===== src/module_response_line_parser_macros.svh =====
// Assertion helpers for the response line parser.
// Used by the top level only; expects clk_i and rst_ni in scope.
`ifndef MODULE_RESPONSE_LINE_PARSER_MACROS_SVH
`define MODULE_RESPONSE_LINE_PARSER_MACROS_SVH

// Checked on every rising clock edge, muted while reset is asserted.
`define RLP_ASSERT(label, prop, msg) \
  label: assert property (@(posedge clk_i) disable iff (!rst_ni) prop) else $error(msg);

// Checked on every rising clock edge, reset included.
`define RLP_ASSERT_ALWAYS(label, prop, msg) \
  label: assert property (@(posedge clk_i) prop) else $error(msg);

`endif


===== src/rlp_pkg.sv =====
// Shared types and constants for the response line parser.
// No dependencies.
`timescale 1ns / 1ps

package rlp_pkg;

  localparam int unsigned LineMaxDef = 64;

  localparam logic [7:0] ChC  = 8'h43;
  localparam logic [7:0] ChA  = 8'h41;
  localparam logic [7:0] ChE  = 8'h45;
  localparam logic [7:0] ChM  = 8'h4D;
  localparam logic [7:0] ChO  = 8'h4F;
  localparam logic [7:0] ChD  = 8'h44;
  localparam logic [7:0] ChK  = 8'h4B;
  localparam logic [7:0] ChN  = 8'h4E;
  localparam logic [7:0] ChCr = 8'd13;
  localparam logic [7:0] ChLf = 8'd10;

  typedef enum logic [2:0] {
    RESP_NONE = 3'd0,
    RESP_CMD  = 3'd1,
    RESP_AOK  = 3'd2,
    RESP_CONN = 3'd3,
    RESP_END  = 3'd4
  } resp_code_e;

  typedef enum logic [10:0] {
    MS_IDLE   = 11'b000_0000_0001,
    MS_C      = 11'b000_0000_0010,
    MS_CM     = 11'b000_0000_0100,
    MS_A      = 11'b000_0000_1000,
    MS_AO     = 11'b000_0001_0000,
    MS_CO     = 11'b000_0010_0000,
    MS_CON    = 11'b000_0100_0000,
    MS_E      = 11'b000_1000_0000,
    MS_EN     = 11'b001_0000_0000,
    MS_WAITCR = 11'b010_0000_0000,
    MS_WAITLF = 11'b100_0000_0000
  } match_state_e;

  typedef struct packed {
    logic       resp_valid;
    resp_code_e resp_code;
  } match_res_t;

  typedef struct packed {
    logic       data_valid;
    logic [7:0] data_char;
    logic [6:0] char_position;
    logic       line_end;
    logic       line_overflow;
  } line_res_t;

endpackage


===== src/rlp_match.sv =====
// Reply keyword matcher: byte-wise FSM for CMD, AOK, END (each +CR LF) and CONN.
// Depends on rlp_pkg.
`timescale 1ns / 1ps

module rlp_match import rlp_pkg::*; (
  input  logic       clk_i,
  input  logic       rst_ni,
  input  logic       step_i,
  input  logic [7:0] byte_i,
  output match_res_t res_o
);

  match_state_e state_q, state_d;
  resp_code_e   pend_q, pend_d;
  resp_code_e   done;

  always_comb begin
    state_d = state_q;
    pend_d  = pend_q;
    done    = RESP_NONE;
    unique case (state_q)
      MS_IDLE: begin
        pend_d = RESP_NONE;
        if (byte_i == ChC) state_d = MS_C;
        else if (byte_i == ChA) state_d = MS_A;
        else if (byte_i == ChE) state_d = MS_E;
      end
      MS_C: begin
        if (byte_i == ChM) state_d = MS_CM;
        else if (byte_i == ChO) state_d = MS_CO;
        else state_d = MS_IDLE;
      end
      MS_CM: begin
        if (byte_i == ChD) begin
          pend_d  = RESP_CMD;
          state_d = MS_WAITCR;
        end else begin
          state_d = MS_IDLE;
        end
      end
      MS_A: state_d = (byte_i == ChO) ? MS_AO : MS_IDLE;
      MS_AO: begin
        if (byte_i == ChK) begin
          pend_d  = RESP_AOK;
          state_d = MS_WAITCR;
        end else begin
          state_d = MS_IDLE;
        end
      end
      MS_CO: state_d = (byte_i == ChN) ? MS_CON : MS_IDLE;
      MS_CON: begin
        // CONN reports at its last letter, no CR LF needed
        if (byte_i == ChN) begin
          pend_d = RESP_CONN;
          done   = RESP_CONN;
        end
        state_d = MS_IDLE;
      end
      MS_E: state_d = (byte_i == ChN) ? MS_EN : MS_IDLE;
      MS_EN: begin
        if (byte_i == ChD) begin
          pend_d  = RESP_END;
          state_d = MS_WAITCR;
        end else begin
          state_d = MS_IDLE;
        end
      end
      MS_WAITCR: state_d = (byte_i == ChCr) ? MS_WAITLF : MS_IDLE;
      MS_WAITLF: begin
        if (byte_i == ChLf) done = pend_q;
        state_d = MS_IDLE;
      end
      default: state_d = MS_IDLE;
    endcase
  end

  always_ff @(posedge clk_i or negedge rst_ni) begin
    if (!rst_ni) begin
      state_q <= MS_IDLE;
      pend_q  <= RESP_NONE;
    end else if (step_i) begin
      state_q <= state_d;
      pend_q  <= pend_d;
    end
  end

  assign res_o.resp_valid = (done != RESP_NONE);
  assign res_o.resp_code  = done;

endmodule


===== src/rlp_line.sv =====
// Data-mode line collector: position counter, CR line end, overflow drop.
// Depends on rlp_pkg.
`timescale 1ns / 1ps

module rlp_line import rlp_pkg::*; #(
  parameter int unsigned LineMax = LineMaxDef
) (
  input  logic       clk_i,
  input  logic       rst_ni,
  input  logic       step_i,
  input  logic [7:0] byte_i,
  output line_res_t  res_o
);

  localparam int unsigned PosW = $clog2(LineMax + 1);

  logic [PosW-1:0] pos_q, pos_d;
  logic [PosW+6:0] pos_ext;   // widened so the 7-bit report is a plain slice
  logic            is_cr;
  logic            has_room;

  assign is_cr    = (byte_i == ChCr);
  assign has_room = (pos_q < PosW'(LineMax));
  assign pos_ext  = {7'd0, pos_q};

  always_comb begin
    res_o = '0;
    pos_d = pos_q;
    if (is_cr) begin
      res_o.line_end      = 1'b1;
      res_o.char_position = pos_ext[6:0];
      pos_d               = '0;
    end else if (has_room) begin
      res_o.data_valid    = 1'b1;
      res_o.data_char     = byte_i;
      res_o.char_position = pos_ext[6:0];
      pos_d               = pos_q + PosW'(1);
    end else begin
      res_o.line_overflow = 1'b1;
    end
  end

  always_ff @(posedge clk_i or negedge rst_ni) begin
    if (!rst_ni) begin
      pos_q <= '0;
    end else if (step_i) begin
      pos_q <= pos_d;
    end
  end

endmodule


===== src/module_response_line_parser.sv =====
// Response line parser for a serial module link.
// Byte beats enter on in_valid_i/in_ready_o with rx_byte_i; one result beat
// leaves on out_valid_o/out_ready_i for every input beat, in order.
// Mode register: cfg_valid_i/cfg_ready_o with command_mode_i, always ready.
// Write it only while no beat is in flight.
// command_mode = 1: keyword matcher reports CMD, AOK, END (after CR LF) and
// CONN (at its fourth letter) on response_valid_o/response_code_o.
// command_mode = 0: bytes are line characters with their position; CR gives
// line_end_o with the length; beyond LINE_MAX a byte is dropped with
// line_overflow_o.
// Pipeline: input register, then combinational decode into the result
// register. out_valid_o rises once the beat has moved from the input register
// into the result register; sustained rate is one beat per cycle while
// out_ready_i stays high.
// in_ready_o stays high while the result register drains or is empty, so a
// stalled receiver holds at most two beats (input and result registers).
// Reset clears both registers' valid bits, sets command mode, the matcher to
// idle and the line position to zero. Mode changes clear no state.
// Depends on rlp_pkg, rlp_match, rlp_line and the macros header.
`timescale 1ns / 1ps
`include "module_response_line_parser_macros.svh"

module module_response_line_parser import rlp_pkg::*; #(
  parameter int unsigned LINE_MAX = LineMaxDef
) (
  input  logic       clk_i,
  input  logic       rst_ni,
  // mode register write
  input  logic       cfg_valid_i,
  output logic       cfg_ready_o,
  input  logic       command_mode_i,
  // byte input
  input  logic       in_valid_i,
  output logic       in_ready_o,
  input  logic [7:0] rx_byte_i,
  // result output
  output logic       out_valid_o,
  input  logic       out_ready_i,
  output logic       response_valid_o,
  output logic [2:0] response_code_o,
  output logic       data_valid_o,
  output logic [7:0] data_char_o,
  output logic [6:0] char_position_o,
  output logic       line_end_o,
  output logic       line_overflow_o
);

  logic       mode_q;
  logic       in_valid_q;
  logic [7:0] in_byte_q;
  logic       out_valid_q;
  logic       advance;      // input register moves into the result register

  match_res_t match_res;
  line_res_t  line_res;
  match_res_t match_sel;
  line_res_t  line_sel;

  match_res_t resp_q;
  line_res_t  line_q;

  assign cfg_ready_o = 1'b1;

  assign advance    = in_valid_q && (!out_valid_q || out_ready_i);
  assign in_ready_o = !in_valid_q || advance;

  always_ff @(posedge clk_i or negedge rst_ni) begin
    if (!rst_ni) begin
      mode_q <= 1'b1;
    end else if (cfg_valid_i) begin
      mode_q <= command_mode_i;
    end
  end

  // input register
  always_ff @(posedge clk_i or negedge rst_ni) begin
    if (!rst_ni) begin
      in_valid_q <= 1'b0;
    end else if (in_ready_o) begin
      in_valid_q <= in_valid_i;
    end
  end

  always_ff @(posedge clk_i) begin
    if (in_valid_i && in_ready_o) begin
      in_byte_q <= rx_byte_i;
    end
  end

  // each unit only steps in its own mode
  rlp_match u_match (
    .clk_i  (clk_i),
    .rst_ni (rst_ni),
    .step_i (advance && mode_q),
    .byte_i (in_byte_q),
    .res_o  (match_res)
  );

  rlp_line #(
    .LineMax (LINE_MAX)
  ) u_line (
    .clk_i  (clk_i),
    .rst_ni (rst_ni),
    .step_i (advance && !mode_q),
    .byte_i (in_byte_q),
    .res_o  (line_res)
  );

  // fields of the inactive mode read as zero
  assign match_sel = mode_q ? match_res : '0;
  assign line_sel  = mode_q ? '0 : line_res;

  // result register
  always_ff @(posedge clk_i or negedge rst_ni) begin
    if (!rst_ni) begin
      out_valid_q <= 1'b0;
    end else if (advance) begin
      out_valid_q <= 1'b1;
    end else if (out_ready_i) begin
      out_valid_q <= 1'b0;
    end
  end

  always_ff @(posedge clk_i) begin
    if (advance) begin
      resp_q <= match_sel;
      line_q <= line_sel;
    end
  end

  assign out_valid_o      = out_valid_q;
  assign response_valid_o = resp_q.resp_valid;
  assign response_code_o  = resp_q.resp_code;
  assign data_valid_o     = line_q.data_valid;
  assign data_char_o      = line_q.data_char;
  assign char_position_o  = line_q.char_position;
  assign line_end_o       = line_q.line_end;
  assign line_overflow_o  = line_q.line_overflow;

  // a held byte is not overwritten while the result side is stalled
  `RLP_ASSERT(a_in_hold, in_valid_q && !advance |=> in_valid_q && $stable(in_byte_q), "input register lost a beat")
  // a reply result never carries data-mode fields
  `RLP_ASSERT(a_mode_excl, out_valid_q && response_valid_o |-> !data_valid_o && !line_end_o && !line_overflow_o, "reply and line fields both set")
  // valid flag and code agree
  `RLP_ASSERT(a_code_flag, out_valid_q |-> (response_valid_o == (response_code_o != RESP_NONE)), "response code and flag disagree")
  // at most one data-mode outcome per beat
  `RLP_ASSERT(a_line_onehot, out_valid_q |-> $onehot0({data_valid_o, line_end_o, line_overflow_o}), "more than one line outcome")

endmodule


===== config.mk =====
export PLATFORM = sky130hd
export DESIGN_NAME = module_response_line_parser
export DESIGN_NICKNAME = d
export VERILOG_FILES = /design/src/rlp_pkg.sv /design/src/rlp_match.sv /design/src/rlp_line.sv /design/src/module_response_line_parser.sv
export VERILOG_INCLUDE_DIRS = /design/src /design/src/src
export SDC_FILE = /design/constraint.sdc
export NUM_CORES = 1
export LEC_CHECK = 0
export BUFFER_PORTS_ARGS = -buffer_cell sky130_fd_sc_hd__buf_2
export CAP_MARGIN = 5
export CORE_MARGIN = 2
export CORE_UTILIZATION = 30
export CTS_BUF_LIST = sky130_fd_sc_hd__clkbuf_2 sky130_fd_sc_hd__clkbuf_4 sky130_fd_sc_hd__clkbuf_8
export DETAILED_ROUTE_END_ITERATION = 7
export GPL_TIMING_DRIVEN = 1
export HOLD_SLACK_MARGIN = 0.12
export PLACE_DENSITY_LB_ADDON = 0.2
export SLEW_MARGIN = 0
export SYNTH_ARGS = -nofsm -noshare
export SYNTH_HDL_FRONTEND = slang
export SYNTH_HIERARCHICAL = 1
export SYNTH_SLANG_ARGS = --single-unit
export TNS_END_PERCENT = 5

===== constraint.sdc =====
create_clock -name clk_i -period 6.4 [get_ports clk_i]
set_clock_uncertainty 0.15 [all_clocks]
set_input_delay 1.92 -clock clk_i [delete_from_list [all_inputs] [get_ports clk_i]]
set_output_delay 1.92 -clock clk_i [all_outputs]
set_load 0.01 [all_outputs]

# Yosys cells after proc, flatten, opt, wreduce, memory -nomap -nowiden
# Cells that the tools add are included.
# totals
register_bits	54
latch_bits	0
ramBits	0
mem_bits_ro	0
input_bits	14
word_cells	90
memories	0
# op_classes
addsub	1
mul	0
div	0
n_lt_le_gt_ge	1
n_eq_ne	26
n_shift	0
muxes	28
bitwise	1
n_reduce_logical	19
# ops
operator	count
11-bit case mux with 8 select lines	1
8-bit by 7-bit equality test with 1-bit output (second input constant)	8
11-bit two-way mux	5
7-bit two-way mux	4
10-bit two-way mux	2
8-bit by 4-bit equality test with 1-bit output (second input constant)	2
16-bit two-way mux	1
3-bit two-way mux	5
3-bit case mux with 5 select lines	1
11-bit by 1-bit equality test with 1-bit output (second input constant)	1
11-bit by 10-bit equality test with 1-bit output (second input constant)	1
11-bit equality test (second input constant)	1
11-bit by 2-bit equality test with 1-bit output (second input constant)	1
11-bit by 3-bit equality test with 1-bit output (second input constant)	1
11-bit by 4-bit equality test with 1-bit output (second input constant)	1
11-bit by 5-bit equality test with 1-bit output (second input constant)	1
11-bit by 6-bit equality test with 1-bit output (second input constant)	1
11-bit by 7-bit equality test with 1-bit output (second input constant)	1
11-bit by 8-bit equality test with 1-bit output (second input constant)	1
11-bit by 9-bit equality test with 1-bit output (second input constant)	1
9-bit two-way mux	1
2-bit by 1-bit inequality test with 1-bit output (second input constant)	4
7-bit by 1-bit adder with 7-bit output (second input constant)	1
7-bit < comparator (second input constant)	1
other kinds (17)	29

# Logic depth before layout (Yosys ltp)
# depth
word_depth	5
depth_mapped	7
mapped_depth_nobuf	5

# Modules after synthesis
# The synthesis kept the hierarchy.
# by_module_without_submodules
module	instances	cells_each	area_per_inst_um2	seq_area_each_um2
module_response_line_parser	1	69	1213.7	977.2
rlp_match	1	125	1076.0	351.6
rlp_line	1	58	546.8	175.2

# Least setup slack after synthesis
# Ideal clock, no wire load.
# synth_timing
kind	input-to-output
startpoint	input out_ready_i
endpoint	output in_ready_o
arrival_ns	2.129
setup_slack_ns	2.201
cell_stages	1
n_path_buf	0
cell_sequence	nand3b_1
# synth_via
elab_chain_cells	3
# synth_rtl
item	line	source
start, declared	module_response_line_parser.sv:38	input logic out_ready_i,
1-bit logical OR	module_response_line_parser.sv:64	assign advance = in_valid_q && (!out_valid_q || out_ready_i);
1-bit logical AND	module_response_line_parser.sv:64	
1-bit logical OR	module_response_line_parser.sv:65	assign in_ready_o = !in_valid_q || advance;
end, declared	module_response_line_parser.sv:34	output logic in_ready_o,
# Every way passes these cells.

# Final worst setup path
# Same ends and word-level chain as after synthesis.

==> impl_metrics.csv <==
group,metric,value,unit
outcome,status,"complete, no violations",
detailed_routing,vias,1926,
synth,synth_edf_count,30,
die,rows,35,
clocking,post_cts.repair.setup_buffers,0,
worst_setup_path,reg2reg_from,"in_byte_q[7]",
clocking,clock-sinks,54,
worst_setup_path,path_delay_family,"buffers and inverters",
power,p_total,0.0009003,W
power,p_int,0.0006177,W
power,netSwitchingFraction,0.3139,
synth,synth_area,0.002836,sq mm
power,pwr-share-seq,0.529,
die,coreArea,0.009196,sq mm
worst_setup_path,cp.required,4330,ps
die,dieArea,0.01025,sq mm
power,p_per_area,283.5,mW/mm^2
min_path,hp-class,"flop to flop",
sta,finalCriticalPeriod,4428,ps
clocking,clk_latency,300,ps
global_routing,grt_pass1_vias,1848,
sta,hold_violations,0,
global_routing,grt_pass1_wl,9404,um
synth,synth_commonest_cells,"edfxtp_1, dfrtp_1, nand2_1, nor2b_1, and2_1",
detailed_routing,antenna_left,0,
detailed_routing,drc,0,
placed_design,routabilityCongestion,0.8405,
synth,ys_warn_count,6,
synth,ys_seq_area_frac,0.5302,
detailed_routing,drt_iter0_drc,91,
worst_setup_path,worstPathArrival,2360,ps
global_routing,grt_usage,0.1164,
clocking,hold_buffers,0,
synth,netlist_top_cells_area,"edfxtp_1, dfrtp_1, nor2b_1, and2_1, nand2_1",
synth,syn_avg_cell_area,11.26,sq um
clocking,clk_pin_slew_worst_paths,100,ps
sta,rsz0062_at_grt,"no",
worst_setup_path,slowest_delay,180,ps
flow_run,maxCapViolations,0,
die,ioPinCount,39,
min_path,min-delay-start,"in_valid_q",
synth,yosysMostFrequentCell,"edfxtp_1",
worst_setup_path,critPathSlowestCell,"nand3b_1",
global_routing,antenna_found_initial,0,
clocking,htreeDepth,2,
synth,synth_top_flop_cell,"edfxtp_1",
die,die_x,101.2,um
worst_setup_path,critPathLaunchType,"input pin",
synth,yosysTopAreaCell,"edfxtp_1",
synth,synth_top_area_frac,0.3176,
synth,syn-num-nets,267,
detailed_routing,drt_first_pass_iters,4,
worst_setup_path,crit_fanout,3,
worst_setup_path,timing.critical_path.buf_inv,2,
die,initial_core_util,0.3084,
worst_setup_path,crit_start,"out_ready_i",
sta,tns,0,ps
synth,yosysUniqueCellTypes,59,
synth,synth_seq_cells,54,
sta,maxSlewViolCount,0,
clocking,cts_resized,0,
final_layout,drive_above_1_share,0.2226,
sta,fmax,0.2258,GHz
detailed_routing,wl,5670,um
detailed_routing,wl_per_cell,14.39,um
global_routing,overflow,0,
power,ir_drop,0.09793,mV
global_routing,grt_max_degree,26,
final_layout,diodes,0,
sta,worst_pin_slew,1160,ps
power,p_sw,0.0002826,W
detailed_routing,viasPerCell,4.888,
clocking,cts_tree,"yes",
clocking,clock_path_buffers,2,
worst_setup_path,path_cells,"buf_2 -> nand3b_1 -> buf_2",
power,pwr-share-comb,0.243,
synth,syn_inst,252,
worst_setup_path,cpMostUsedCell,"buf_2",
final_layout,nNetsFinal,297,
clocking,numCtsBuffers,5,
sta,report.final.setup_viol,0,
clocking,cts-root-buf,"clkbuf_8",
sta,fin_crit_sh,0.6919,
final_layout,area_delta_synth_final,11.95,%
placed_design,dp_hpwl,4053,um
die,die_h,101.2,um
worst_setup_path,critical_path.endpoint_type,"output port",
placed_design,port_buffers,37,
power,power_leakage,1.289,nW
synth,async_flop_share,0.4444,
sta,max-slew-margin-rel,0.2212,
power,p_clk_frac,0.228,
worst_setup_path,criticalPathCategory,"input pin to output port",
## cells by family (layout without fill, tap and decap cells)
family	after synthesis	count (layout)	synth area share
other	1	1	0.001322
adders and majority gates	1	1	0.004410
buffers and inverters	23	54	0.04279
and+or+nand+nor	129	129	0.2850
AOI/OAI and AO/OA	34	34	0.1010
DFF	54	54	0.5302
xor gates and xnor gates	4	4	0.01235
muxes	6	6	0.02294
## worst register-to-register path: stages, from the launching register on
cell and delay (ps):
edfxtp_1 560, or4b_4 580, or4_4 510, a32oi_2 230, or4b_1 470, o32a_1 350
## metal layers
layer  vias to the layer above  part of all wire  global-route usage
li1                        986                 -                   -
met1                       867              0.53              0.1754
met2                        67              0.41              0.1620
met3                         6             0.051             0.02968
met4                         0            0.0090             0.03846
met5                         -                 0                   0
## power by group through the flow
stage                     Combinational [W]  Clock, W  Sequential, W
after floorplan                    0.000181         0       0.000462
after global placement             0.000220         0       0.000484
after detailed placement           0.000218         0       0.000485
after CTS                          0.000219  0.000214       0.000477
after global routing               0.000246  0.000232       0.000485
final                              0.000219  0.000205       0.000477
## worst paths after layout
path                                 endpoint  cells past startpoint  slack, ps
max reg2reg                u_match/state_q[0]                      5       3490
max in group asynchronous     u_line/pos_q[2]                      1       4240
min                               out_valid_o                      2        380
min reg2reg                       out_valid_o                      2        380
max                                in_ready_o                      3       1970
min in group asynchronous  u_match/state_q[5]                      1       1460
## layout make-up
cell class / instances / area, sq um
tap: 111 / 138.9
inverter: 8 / 30.03
timing repair buffer: 38 / 192.7
fill: 922 / 6021
clock inverter: 2 / 16.27
clock buffer: 6 / 82.58
sequential: 54 / 1504
multi-input combinational: 175 / 1211
## placed cells by master (no fill, tap or decap), types with 2 or more instances in the layout
| master | n |
|---|---|
| buf_2 | 37 |
| edfxtp_1 | 30 |
| dfrtp_1 | 22 |
| nor2b_1 | 19 |
| nand2_1 | 19 |
| and2_1 | 17 |
| nor2_1 | 12 |
| inv_1 | 8 |
| nand3_1 | 7 |
| o21ai_0 | 7 |
| nor4_1 | 7 |
| clkbuf_8 | 6 |
| nand4_1 | 6 |
| and2b_1 | 5 |
| a21o_1 | 5 |
| nor3_1 | 5 |
| nor4b_1 | 5 |
| o31ai_1 | 5 |
| nand2b_1 | 4 |
| mux2_2 | 4 |
| and3_1 | 3 |
| nor3b_1 | 3 |
| nand3b_1 | 2 |
| dfstp_2 | 2 |
| or4b_4 | 2 |
| and4b_1 | 2 |
| mux2i_1 | 2 |
| and3b_1 | 2 |
| or4_1 | 2 |
| xnor2_1 | 2 |
| xor2_1 | 2 |
## state kept, by name, summed over array words and instances, names as in the netlist, 3 cells and up
register and cells:
char_position_o 7, in_byte_q 8, u_match/state_q 11, u_match/pend_q 3
data_char_o 8, response_code_o 3, u_line/pos_q 7
## metrics by stage
| step | hold slack, ps | cell area, sq um | setup slack (ps) | utilization | cells |
|---|---|---|---|---|---|
| finish | 379.1 | 3176 | 1972 | 0.3453 | 394 |
| global route | 427.4 | 3176 | 1932 | 0.3453 | 394 |
| CTS | 390.5 | 3176 | 1958 | 0.3453 | 394 |
| detailed placement | 368.0 | 3077 | 1959 | 0.3346 | 386 |
| global placement | 357.0 | 3077 | 1992 | 0.3346 | 386 |
| floorplan | 318.8 | 2836 | 2201 | - | 252 |
Note: power is estimated with default switching activity, not from simulation.
